File: config.mk
export PLATFORM = sky130hd
export DESIGN_NAME = rate_monotonic_task_table
export DESIGN_NICKNAME = d
export VERILOG_FILES = /design/src/hdl/rmt_pkg.sv /design/src/hdl/rate_monotonic_task_table.sv /design/src/hdl/rmt_div.sv
export SDC_FILE = /design/constraint.sdc
export NUM_CORES = 2
export LEC_CHECK = 0
export ABC_AREA = 1
export BUFFER_PORTS_ARGS = -buffer_cell sky130_fd_sc_hd__buf_2
export CAP_MARGIN = 30
export CORE_ASPECT_RATIO = 2
export CORE_MARGIN = 8
export CORE_UTILIZATION = 50
export CTS_BUF_LIST = sky130_fd_sc_hd__clkbuf_8
export DETAILED_ROUTE_END_ITERATION = 10
export PLACE_DENSITY = 0.79
export SLEW_MARGIN = 40
export SYNTH_ARGS = -nofsm -noshare
export SYNTH_HDL_FRONTEND = slang
export SYNTH_SLANG_ARGS = --single-unit
File: constraint.sdc
create_clock -name i_clk -period 11.9 [get_ports i_clk]
set_clock_uncertainty 0.05 [all_clocks]
set_input_delay 1.785 -clock i_clk [delete_from_list [all_inputs] [get_ports i_clk]]
set_output_delay 1.785 -clock i_clk [all_outputs]
set_load 0.01 [all_outputs]
File: src/hdl/rmt_pkg.sv
`timescale 1ns / 1ps
// ----------------------------------------------------------------------------
// rmt_pkg
// Shared types and constants of the rate-monotonic task table.
// ----------------------------------------------------------------------------
package rmt_pkg;

    localparam int ID_W     = 16;
    localparam int PER_W    = 16;
    localparam int COMP_W   = 8;
    localparam int TERM_W   = 24;
    localparam int UTIL_W   = 28;
    localparam int REL_W    = 17;

    localparam logic [UTIL_W-1:0] UTIL_MAX    = 28'hFFF_FFFF;
    localparam logic [UTIL_W-1:0] LIMIT_RESET = 28'd45875;

    localparam logic [1:0] FUNC_INSERT = 2'd0;
    localparam logic [1:0] FUNC_DELETE = 2'd1;
    localparam logic [1:0] FUNC_READ   = 2'd2;

    localparam logic [1:0] STAT_OK   = 2'd0;
    localparam logic [1:0] STAT_FULL = 2'd1;
    localparam logic [1:0] STAT_IDX  = 2'd2;

    typedef struct packed {
        logic [ID_W-1:0]   id;
        logic [PER_W-1:0]  period;
        logic [COMP_W-1:0] comp;
        logic [TERM_W-1:0] term;
    } t_entry;

endpackage

File: src/hdl/rate_monotonic_task_table.sv
`timescale 1ns / 1ps
// ----------------------------------------------------------------------------
// rate_monotonic_task_table
// Task table kept sorted by period, longest first, with utilization tracking.
// ----------------------------------------------------------------------------
// A command word is taken when start is high and busy is low. func selects
// insert, delete at a sorted position, or read at a sorted position. Exactly
// one result word follows, shown for one cycle with o_done high; the receiver
// cannot stall it, and the next command may be issued in that same cycle.
// The time from acceptance to o_done is set by the single table memory port
// and the serial divider:
//   insert: the divider runs, each entry moved is read and rewritten, then the new entry is written,
//   delete: reads the deleted term, then moves each entry behind it up one place,
//   read:   reads the entries from the head up to the read position (rank scan),
//   errors and no-op: go straight to the result.
// Utilization is kept as an exact running sum of the stored per-task terms
// and reported saturated to 28 bits. util_limit is written through
// i_cfg_we / i_cfg_wdata, by the user while idle (not enforced). Reset empties
// the table (not its memory), clears the sums, sets util_limit to about 0.7.
// ----------------------------------------------------------------------------
module rate_monotonic_task_table import rmt_pkg::*; #(
    parameter int TABLE_DEPTH = 16
) (
    input  logic              i_clk,
    input  logic              i_rst_n,
    input  logic              start,
    output logic              busy,
    input  logic [1:0]        i_func,
    input  logic [ID_W-1:0]   i_task_id,
    input  logic [PER_W-1:0]  i_period,
    input  logic [COMP_W-1:0] i_computation,
    input  logic [PER_W-1:0]  i_arrival,
    input  logic [3:0]        i_index,
    input  logic              i_cfg_we,
    input  logic [UTIL_W-1:0] i_cfg_wdata,
    output logic              o_done,
    output logic [1:0]        o_status,
    output logic [4:0]        o_task_count,
    output logic [UTIL_W-1:0] o_utilization,
    output logic              o_over_limit,
    output logic [ID_W-1:0]   o_entry_id,
    output logic [PER_W-1:0]  o_entry_period,
    output logic [COMP_W-1:0] o_entry_computation,
    output logic [4:0]        o_entry_priority,
    output logic [REL_W-1:0]  o_latest_release
);

    localparam int CW   = $clog2(TABLE_DEPTH + 1);
    localparam int PW   = $clog2(TABLE_DEPTH);
    localparam int SW   = TERM_W + CW;
    localparam int CMPW = (CW > 4) ? CW : 4;

    typedef enum logic [2:0] {S_IDLE, S_DIV, S_REQ, S_USE, S_OUT} t_state;

    t_state r_state;

    t_entry r_mem [TABLE_DEPTH];
    t_entry r_rd;

    logic [1:0]        r_func;
    logic [ID_W-1:0]   r_id;
    logic [PER_W-1:0]  r_per;
    logic [COMP_W-1:0] r_comp;
    logic [PER_W-1:0]  r_arr;
    logic [CW-1:0]     r_idx;
    logic [CW-1:0]     r_ptr;
    logic [CW-1:0]     r_rank;
    logic [PER_W-1:0]  r_prev;
    logic              r_first;
    logic [TERM_W-1:0] r_term;
    logic [1:0]        r_status;
    logic [ID_W-1:0]   r_eid;
    logic [PER_W-1:0]  r_eper;
    logic [COMP_W-1:0] r_ecomp;
    logic [CW-1:0]     r_epri;

    logic [CW-1:0]     r_count;
    logic [SW-1:0]     r_sum;
    logic [REL_W-1:0]  r_max;
    logic [UTIL_W-1:0] r_limit;

    logic              div_start;
    logic [TERM_W-1:0] div_q;
    logic              div_done;

    logic              mem_we;
    logic [PW-1:0]     mem_waddr;
    t_entry            mem_wdata;
    logic [CW-1:0]     rsel;
    t_entry            new_entry;
    logic              full;
    logic              idx_bad;
    logic [REL_W-1:0]  rel;
    logic [CW-1:0]     ptr_inc;
    logic [CW-1:0]     n_rank;
    logic [31:0]       sum_wide;
    logic [UTIL_W-1:0] sum_sat;

    rmt_div u_div (
        .i_clk   (i_clk),
        .i_rst_n (i_rst_n),
        .i_start (div_start),
        .i_comp  (i_computation),
        .i_per   (i_period),
        .o_quot  (div_q),
        .o_done  (div_done)
    );

    always_comb begin
        full      = (r_count >= CW'(TABLE_DEPTH));
        idx_bad   = (CMPW'(i_index) >= CMPW'(r_count));
        div_start = (r_state == S_IDLE) && start && (i_func == FUNC_INSERT) && !full;
        new_entry = '{id: r_id, period: r_per, comp: r_comp, term: r_term};
        rel       = {1'b0, r_arr} + {1'b0, r_per};
        ptr_inc   = r_ptr + CW'(1);
        n_rank    = r_rank;
        if ((r_ptr != '0) && (r_rd.period != r_prev)) begin
            n_rank = r_rank + CW'(1);
        end
        sum_wide  = 32'(r_sum);
        sum_sat   = (sum_wide > 32'(UTIL_MAX)) ? UTIL_MAX : sum_wide[UTIL_W-1:0];

        case (r_func)
            FUNC_INSERT: rsel = r_ptr - CW'(1);
            FUNC_DELETE: rsel = r_first ? r_ptr : ptr_inc;
            default:     rsel = r_ptr;
        endcase

        mem_we    = 1'b0;
        mem_waddr = r_ptr[PW-1:0];
        mem_wdata = new_entry;
        if (r_func == FUNC_INSERT) begin
            if ((r_state == S_REQ) && (r_ptr == '0)) begin
                mem_we = 1'b1;
            end else if (r_state == S_USE) begin
                mem_we = 1'b1;
                // Entries with a shorter period move down one place.
                if (r_rd.period < r_per) begin
                    mem_wdata = r_rd;
                end
            end
        end else if ((r_func == FUNC_DELETE) && (r_state == S_USE) && !r_first) begin
            mem_we    = 1'b1;
            mem_wdata = r_rd;
        end
    end

    always_ff @(posedge i_clk) begin
        if (mem_we) begin
            r_mem[mem_waddr] <= mem_wdata;
        end
        r_rd <= r_mem[rsel[PW-1:0]];
    end

    always_ff @(posedge i_clk) begin
        o_done <= 1'b0;
        if (!i_rst_n) begin
            r_state <= S_IDLE;
            r_count <= '0;
            r_sum   <= '0;
            r_max   <= '0;
            r_limit <= LIMIT_RESET;
        end else begin
            if (i_cfg_we) begin
                r_limit <= i_cfg_wdata;
            end
            unique case (r_state)
                S_IDLE: begin
                    if (start) begin
                        r_func   <= i_func;
                        r_id     <= i_task_id;
                        r_per    <= i_period;
                        r_comp   <= i_computation;
                        r_arr    <= i_arrival;
                        r_idx    <= CW'(CMPW'(i_index));
                        r_status <= STAT_OK;
                        r_eid    <= '0;
                        r_eper   <= '0;
                        r_ecomp  <= '0;
                        r_epri   <= '0;
                        r_first  <= 1'b1;
                        r_rank   <= CW'(1);
                        r_prev   <= '0;
                        case (i_func) inside
                            FUNC_INSERT: begin
                                if (full) begin
                                    r_status <= STAT_FULL;
                                    r_state  <= S_OUT;
                                end else begin
                                    r_state <= S_DIV;
                                end
                            end
                            FUNC_DELETE, FUNC_READ: begin
                                if (idx_bad) begin
                                    r_status <= STAT_IDX;
                                    r_state  <= S_OUT;
                                end else begin
                                    r_ptr   <= (i_func == FUNC_READ) ? '0
                                                                     : CW'(CMPW'(i_index));
                                    r_state <= S_REQ;
                                end
                            end
                            default: r_state <= S_OUT;
                        endcase
                    end
                end
                S_DIV: begin
                    if (div_done) begin
                        r_term  <= div_q;
                        r_ptr   <= r_count;
                        r_state <= S_REQ;
                    end
                end
                S_REQ: begin
                    if ((r_func == FUNC_INSERT) && (r_ptr == '0)) begin
                        r_count <= r_count + CW'(1);
                        r_sum   <= r_sum + SW'(r_term);
                        if (rel > r_max) r_max <= rel;
                        r_state <= S_OUT;
                    end else if ((r_func == FUNC_DELETE) && !r_first
                                 && (ptr_inc >= r_count)) begin
                        r_count <= r_count - CW'(1);
                        r_state <= S_OUT;
                    end else begin
                        r_state <= S_USE;
                    end
                end
                S_USE: begin
                    if (r_func == FUNC_INSERT) begin
                        if (r_rd.period < r_per) begin
                            r_ptr   <= r_ptr - CW'(1);
                            r_state <= S_REQ;
                        end else begin
                            r_count <= r_count + CW'(1);
                            r_sum   <= r_sum + SW'(r_term);
                            if (rel > r_max) r_max <= rel;
                            r_state <= S_OUT;
                        end
                    end else if (r_func == FUNC_DELETE) begin
                        if (r_first) begin
                            r_sum   <= r_sum - SW'(r_rd.term);
                            r_first <= 1'b0;
                        end else begin
                            r_ptr <= ptr_inc;
                        end
                        r_state <= S_REQ;
                    end else begin
                        // Dense rank: count period changes from the head.
                        r_rank <= n_rank;
                        r_prev <= r_rd.period;
                        if (r_ptr == r_idx) begin
                            r_eid   <= r_rd.id;
                            r_eper  <= r_rd.period;
                            r_ecomp <= r_rd.comp;
                            r_epri  <= n_rank;
                            r_state <= S_OUT;
                        end else begin
                            r_ptr   <= ptr_inc;
                            r_state <= S_REQ;
                        end
                    end
                end
                S_OUT: begin
                    o_done              <= 1'b1;
                    o_status            <= r_status;
                    o_task_count        <= 5'(r_count);
                    o_utilization       <= sum_sat;
                    o_over_limit        <= (sum_sat > r_limit);
                    o_entry_id          <= r_eid;
                    o_entry_period      <= r_eper;
                    o_entry_computation <= r_ecomp;
                    o_entry_priority    <= 5'(r_epri);
                    o_latest_release    <= r_max;
                    r_state             <= S_IDLE;
                end
                default: r_state <= S_IDLE;
            endcase
        end
    end

    assign busy = (r_state != S_IDLE);

endmodule

File: src/hdl/rmt_div.sv
`timescale 1ns / 1ps
// ----------------------------------------------------------------------------
// rmt_div
// Serial restoring divider: (computation << 16) / period, one bit a cycle.
// ----------------------------------------------------------------------------
module rmt_div import rmt_pkg::*; (
    input  logic              i_clk,
    input  logic              i_rst_n,
    input  logic              i_start,
    input  logic [COMP_W-1:0] i_comp,
    input  logic [PER_W-1:0]  i_per,
    output logic [TERM_W-1:0] o_quot,
    output logic              o_done
);

    localparam int CNT_W = $clog2(TERM_W + 1);

    logic [TERM_W-1:0] r_quot;
    logic [PER_W:0]    r_rem;
    logic [PER_W-1:0]  r_dsr;
    logic [CNT_W-1:0]  r_cnt;
    logic              r_run;
    logic              r_done;

    logic [PER_W:0] rem_sh;
    logic           fits;

    always_comb begin
        rem_sh = {r_rem[PER_W-1:0], r_quot[TERM_W-1]};
        fits   = (rem_sh >= {1'b0, r_dsr});
    end

    always_ff @(posedge i_clk) begin
        r_done <= 1'b0;
        if (!i_rst_n) begin
            r_run <= 1'b0;
        end else if (i_start) begin
            r_quot <= {i_comp, {(TERM_W-COMP_W){1'b0}}};
            r_rem  <= '0;
            // A zero period divides as if it were one.
            r_dsr  <= (i_per == '0) ? PER_W'(1) : i_per;
            r_cnt  <= CNT_W'(TERM_W);
            r_run  <= 1'b1;
        end else if (r_run) begin
            r_rem  <= fits ? (rem_sh - {1'b0, r_dsr}) : rem_sh;
            r_quot <= {r_quot[TERM_W-2:0], fits};
            r_cnt  <= r_cnt - CNT_W'(1);
            if (r_cnt == CNT_W'(1)) begin
                r_run  <= 1'b0;
                r_done <= 1'b1;
            end
        end
    end

    assign o_quot = r_quot;
    assign o_done = r_done;

endmodule
==> qor.csv <==
metric,value,unit
status,completed,
die_area,149000,um2
reg2reg_to,r_max[5]$_SDFFE_PN0P_,
dpl_cell_area,71300,um2
worstSetupPathType,flop to flop,
setup_tns,0,ns
antenna_found_initial,5,
drive_above_1_share,12.5,%
p_per_area,190,nW/um2
cts_num_sinks,1492,
grt_pass1_wl,271,mm
clockBufferDepth,4,
start_util,50.4,%
wirelength,181,mm
vias,47900,
dr.pass1.iters,6,
fin_area,75600,um2
worst_path_largest_cell_delay,0.64,ns
synth_fp_nets,6735,
drc,0,
r2r_start,r_per[0]$_DFFE_PP_,
worstSetupEndpointType,flop,
r2r_cells,21,
crit_top_cell,nand2_1,
die_h,538,um
setup.worst_path.start,r_per[0]$_DFFE_PP_,
finalCritPeriodShare,38.3,%
netlist_area,68100,um2
ant_nets,0,
clk_latency,0.90,ns
maxCapViolCount,0,
synth-main-ff-cell,edfxtp_1,
post_cts_buffers,0,
final_common_cell,edfxtp_1,
cts_tree,built,
clkTransAtPathRegs,0.07,ns
drt-initial-drc-count,4288,
cp_cell_sequence,ha_1 > fa_1 > nand2_1 > nand2_1 > o21ai_0 > o21ai_0 > nand3_1 > nand2_1 > a21oi_1 > o21bai_1 > ha_1 > nand2_1 > inv_1 > nand3_1 > nor3_1 > nand4_1 > nand3_1 > nand2_1 > nand3b_1 > nand2_1 > a21oi_1,
cts.htree.levels,4,
cp.required,12.56,ns
hold_violations,0,
crit_path_max_fanout,19,
grt_overflow,0,
whs,0.347,ns
hp-class,flop to flop,
place_congestion,0.987,
crit_family,simple AND/OR/NAND/NOR gates,
cp_data_arrival_time,5.22,ns
grt_util_all_layers,23.5,%
hold_depth,0,
syn_inst,6477,
relSlewSlack,39.3,%
rsz0062_at_grt,no,
final_core_util,55.9,%
design.core.area,135000,um2
crit_end,r_max[5]$_SDFFE_PN0P_,
ir_drop,0.0916,mV
worstSetupStartpointType,flop,
fmax,0.219,GHz
synth.yosys.seq_area_share,63.6,%
worst-path-stages,21,
synth_edf_count,1343,
critical_path_buf_inv_count,1,
io_pins,194,
synth-async-reset-ratio,0,%
grt_max_degree,217,
drv_slew,0,
grt_pass1_vias,47700,
dp_hpwl,112,mm
cts_hold_buf,0,
slowest_stage,nand3b_1,
final_nets,6919,
finalSetupViolCount,0,
layout_common_cells,"edfxtp_1 (1,343), nand2_1 (1,276), inv_1 (1,108), o21ai_0 (455), nor2_1 (301)",
min_period,4.56,ns
die_x,277,um
port_buffers,193,
p_leak,0.0307,uW
via_per_inst,5.60,
synth-seq-cells,1492,
synth_area_per_cell,10.5,um2
detail_route.wl_per_cell,21.1,um
synth_cell_types,54,
tightest_slew,0.910,ns
num_rows,191,
cts_made_buffers,196,
area_growth,11.0,%
ys_warn_count,0,
cts_resized,0,
reg2reg_slack,7.34,ns
cts-root-buf,clkbuf_8,
==> through the flow <==
stage | setup slack, ns | instances | total power (uW)
after floorplan | 3.94 | 6477 | 9180
after global placement | 7.16 | 8177 | 10200
after detailed placement | 7.20 | 8194 | 10300
after CTS | 7.19 | 8549 | 14400
after global routing | 7.03 | 8556 | 15100
final | 7.34 | 8557 | 14400
==> where the power goes <==
| group | total [uW] | internal (uW) | switching [uW] | leakage [uW] |
|---|---|---|---|---|
| logic | 3760 | 1190 | 2570 | 0.0150 |
| registers | 6560 | 6290 | 266 | 0.0134 |
| clock network | 4070 | 2150 | 1920 | 0.00232 |
==> area by class of cell <==
| class | count | area, um2 |
|---|---|---|
| Inverter | 1057 | 3970 |
| Antenna cell | 2 | 5.00 |
| Sequential cell | 1492 | 43300 |
| Timing Repair Buffer | 284 | 1930 |
| Clock buffer | 215 | 2960 |
| Fill cell | 10900 | 59700 |
| Clock inverter | 140 | 1180 |
| Multi-Input combinational cell | 3630 | 20100 |
| Tap cell | 1737 | 2170 |
==> cell usage after synthesis (2+ instances only) <==
library cell,count,area [um2]
o21a_1,67,503
nand3_1,289,1450
edfxtp_1,1343,40300
a22oi_1,2,15.0
nand2_2,2,12.5
xnor2_1,40,350
o21ai_1,154,771
a21oi_1,291,1460
nor2_1,315,1180
clkbuf_1,134,503
nor3_1,34,170
clkinv_1,2,7.51
nand4_1,21,131
buf_2,141,706
nand3b_1,5,37.5
xor2_1,35,307
a31oi_1,2,12.5
o2111ai_1,3,26.3
ha_1,160,2000
nor4_1,9,56.3
inv_1,1050,3940
o21bai_1,14,105
dfxtp_1,149,2980
buf_1,7,26.3
fa_1,4,80.1
nor3b_1,3,22.5
a21o_1,5,37.5
o221ai_1,42,368
buf_4,15,113
o22ai_1,26,163
nand2_1,1277,4790
a221oi_1,3,26.3
o31ai_1,2,15.0
inv_2,4,15.0
or2_2,89,557
nor2_2,3,18.8
mux2_2,109,1230
a211oi_1,4,30.0
o211ai_1,152,1140
o21ai_0,456,2280
==> worst reg2reg max path: cells and delay by family, from the launching register on <==
kind,cells,cell delay (ns)
AO/OA/AOI/OAI,5,0.82
flip-flops,1,0.49
buffers and inverters,1,0.10
AND/OR/NAND/NOR,12,1.94
adder cells (fa/ha/maj),3,1.00
==> sequential cells by signal, indices dropped and copies added (netlist names), 17 cells and up <==
signal,cells
r_mem,1024
o_utilization,28
r_limit,28
r_sum,29
r_max,17
u_div.o_quot,24
o_latest_release,17
r_rd,64
r_term,24
==> cells by family after synthesis <==
kind of cell,Yosys count,synth area share (%)
buf+inv,1355,7.81
flops,1492,63.6
mux,110,1.82
simple gates,2050,12.4
compound gates,1230,10.3
xor+xnor,76,0.988
fa+ha+maj,164,3.06
==> worst min-delay path by stage <==
stage / from / to / slack, ns
global placement: r_ecomp[5]$_SDFFCE_PN0P_ / o_entry_computation[5]$_DFFE_PP_ / 0.36
floorplan: r_ecomp[0]$_SDFFCE_PN0P_ / o_entry_computation[0]$_DFFE_PP_ / 0.35
global route: r_ecomp[5]$_SDFFCE_PN0P_ / o_entry_computation[5]$_DFFE_PP_ / 0.37
finish: r_eid[14]$_SDFFCE_PN0P_ / o_entry_id[14]$_DFFE_PP_ / 0.35
detailed placement: r_status[0]$_SDFFCE_PN0P_ / o_status[0]$_DFFE_PP_ / 0.35
CTS: r_eid[14]$_SDFFCE_PN0P_ / o_entry_id[14]$_DFFE_PP_ / 0.36
==> per-layer routing <==
layer  global-route usage (%)  routed length [um]
met5                        0                  25
met4                     15.2               11800
met3                     3.61               13100
met2                     42.8               92700
met1                     25.2               63000
(Power assumes the default switching activity.)
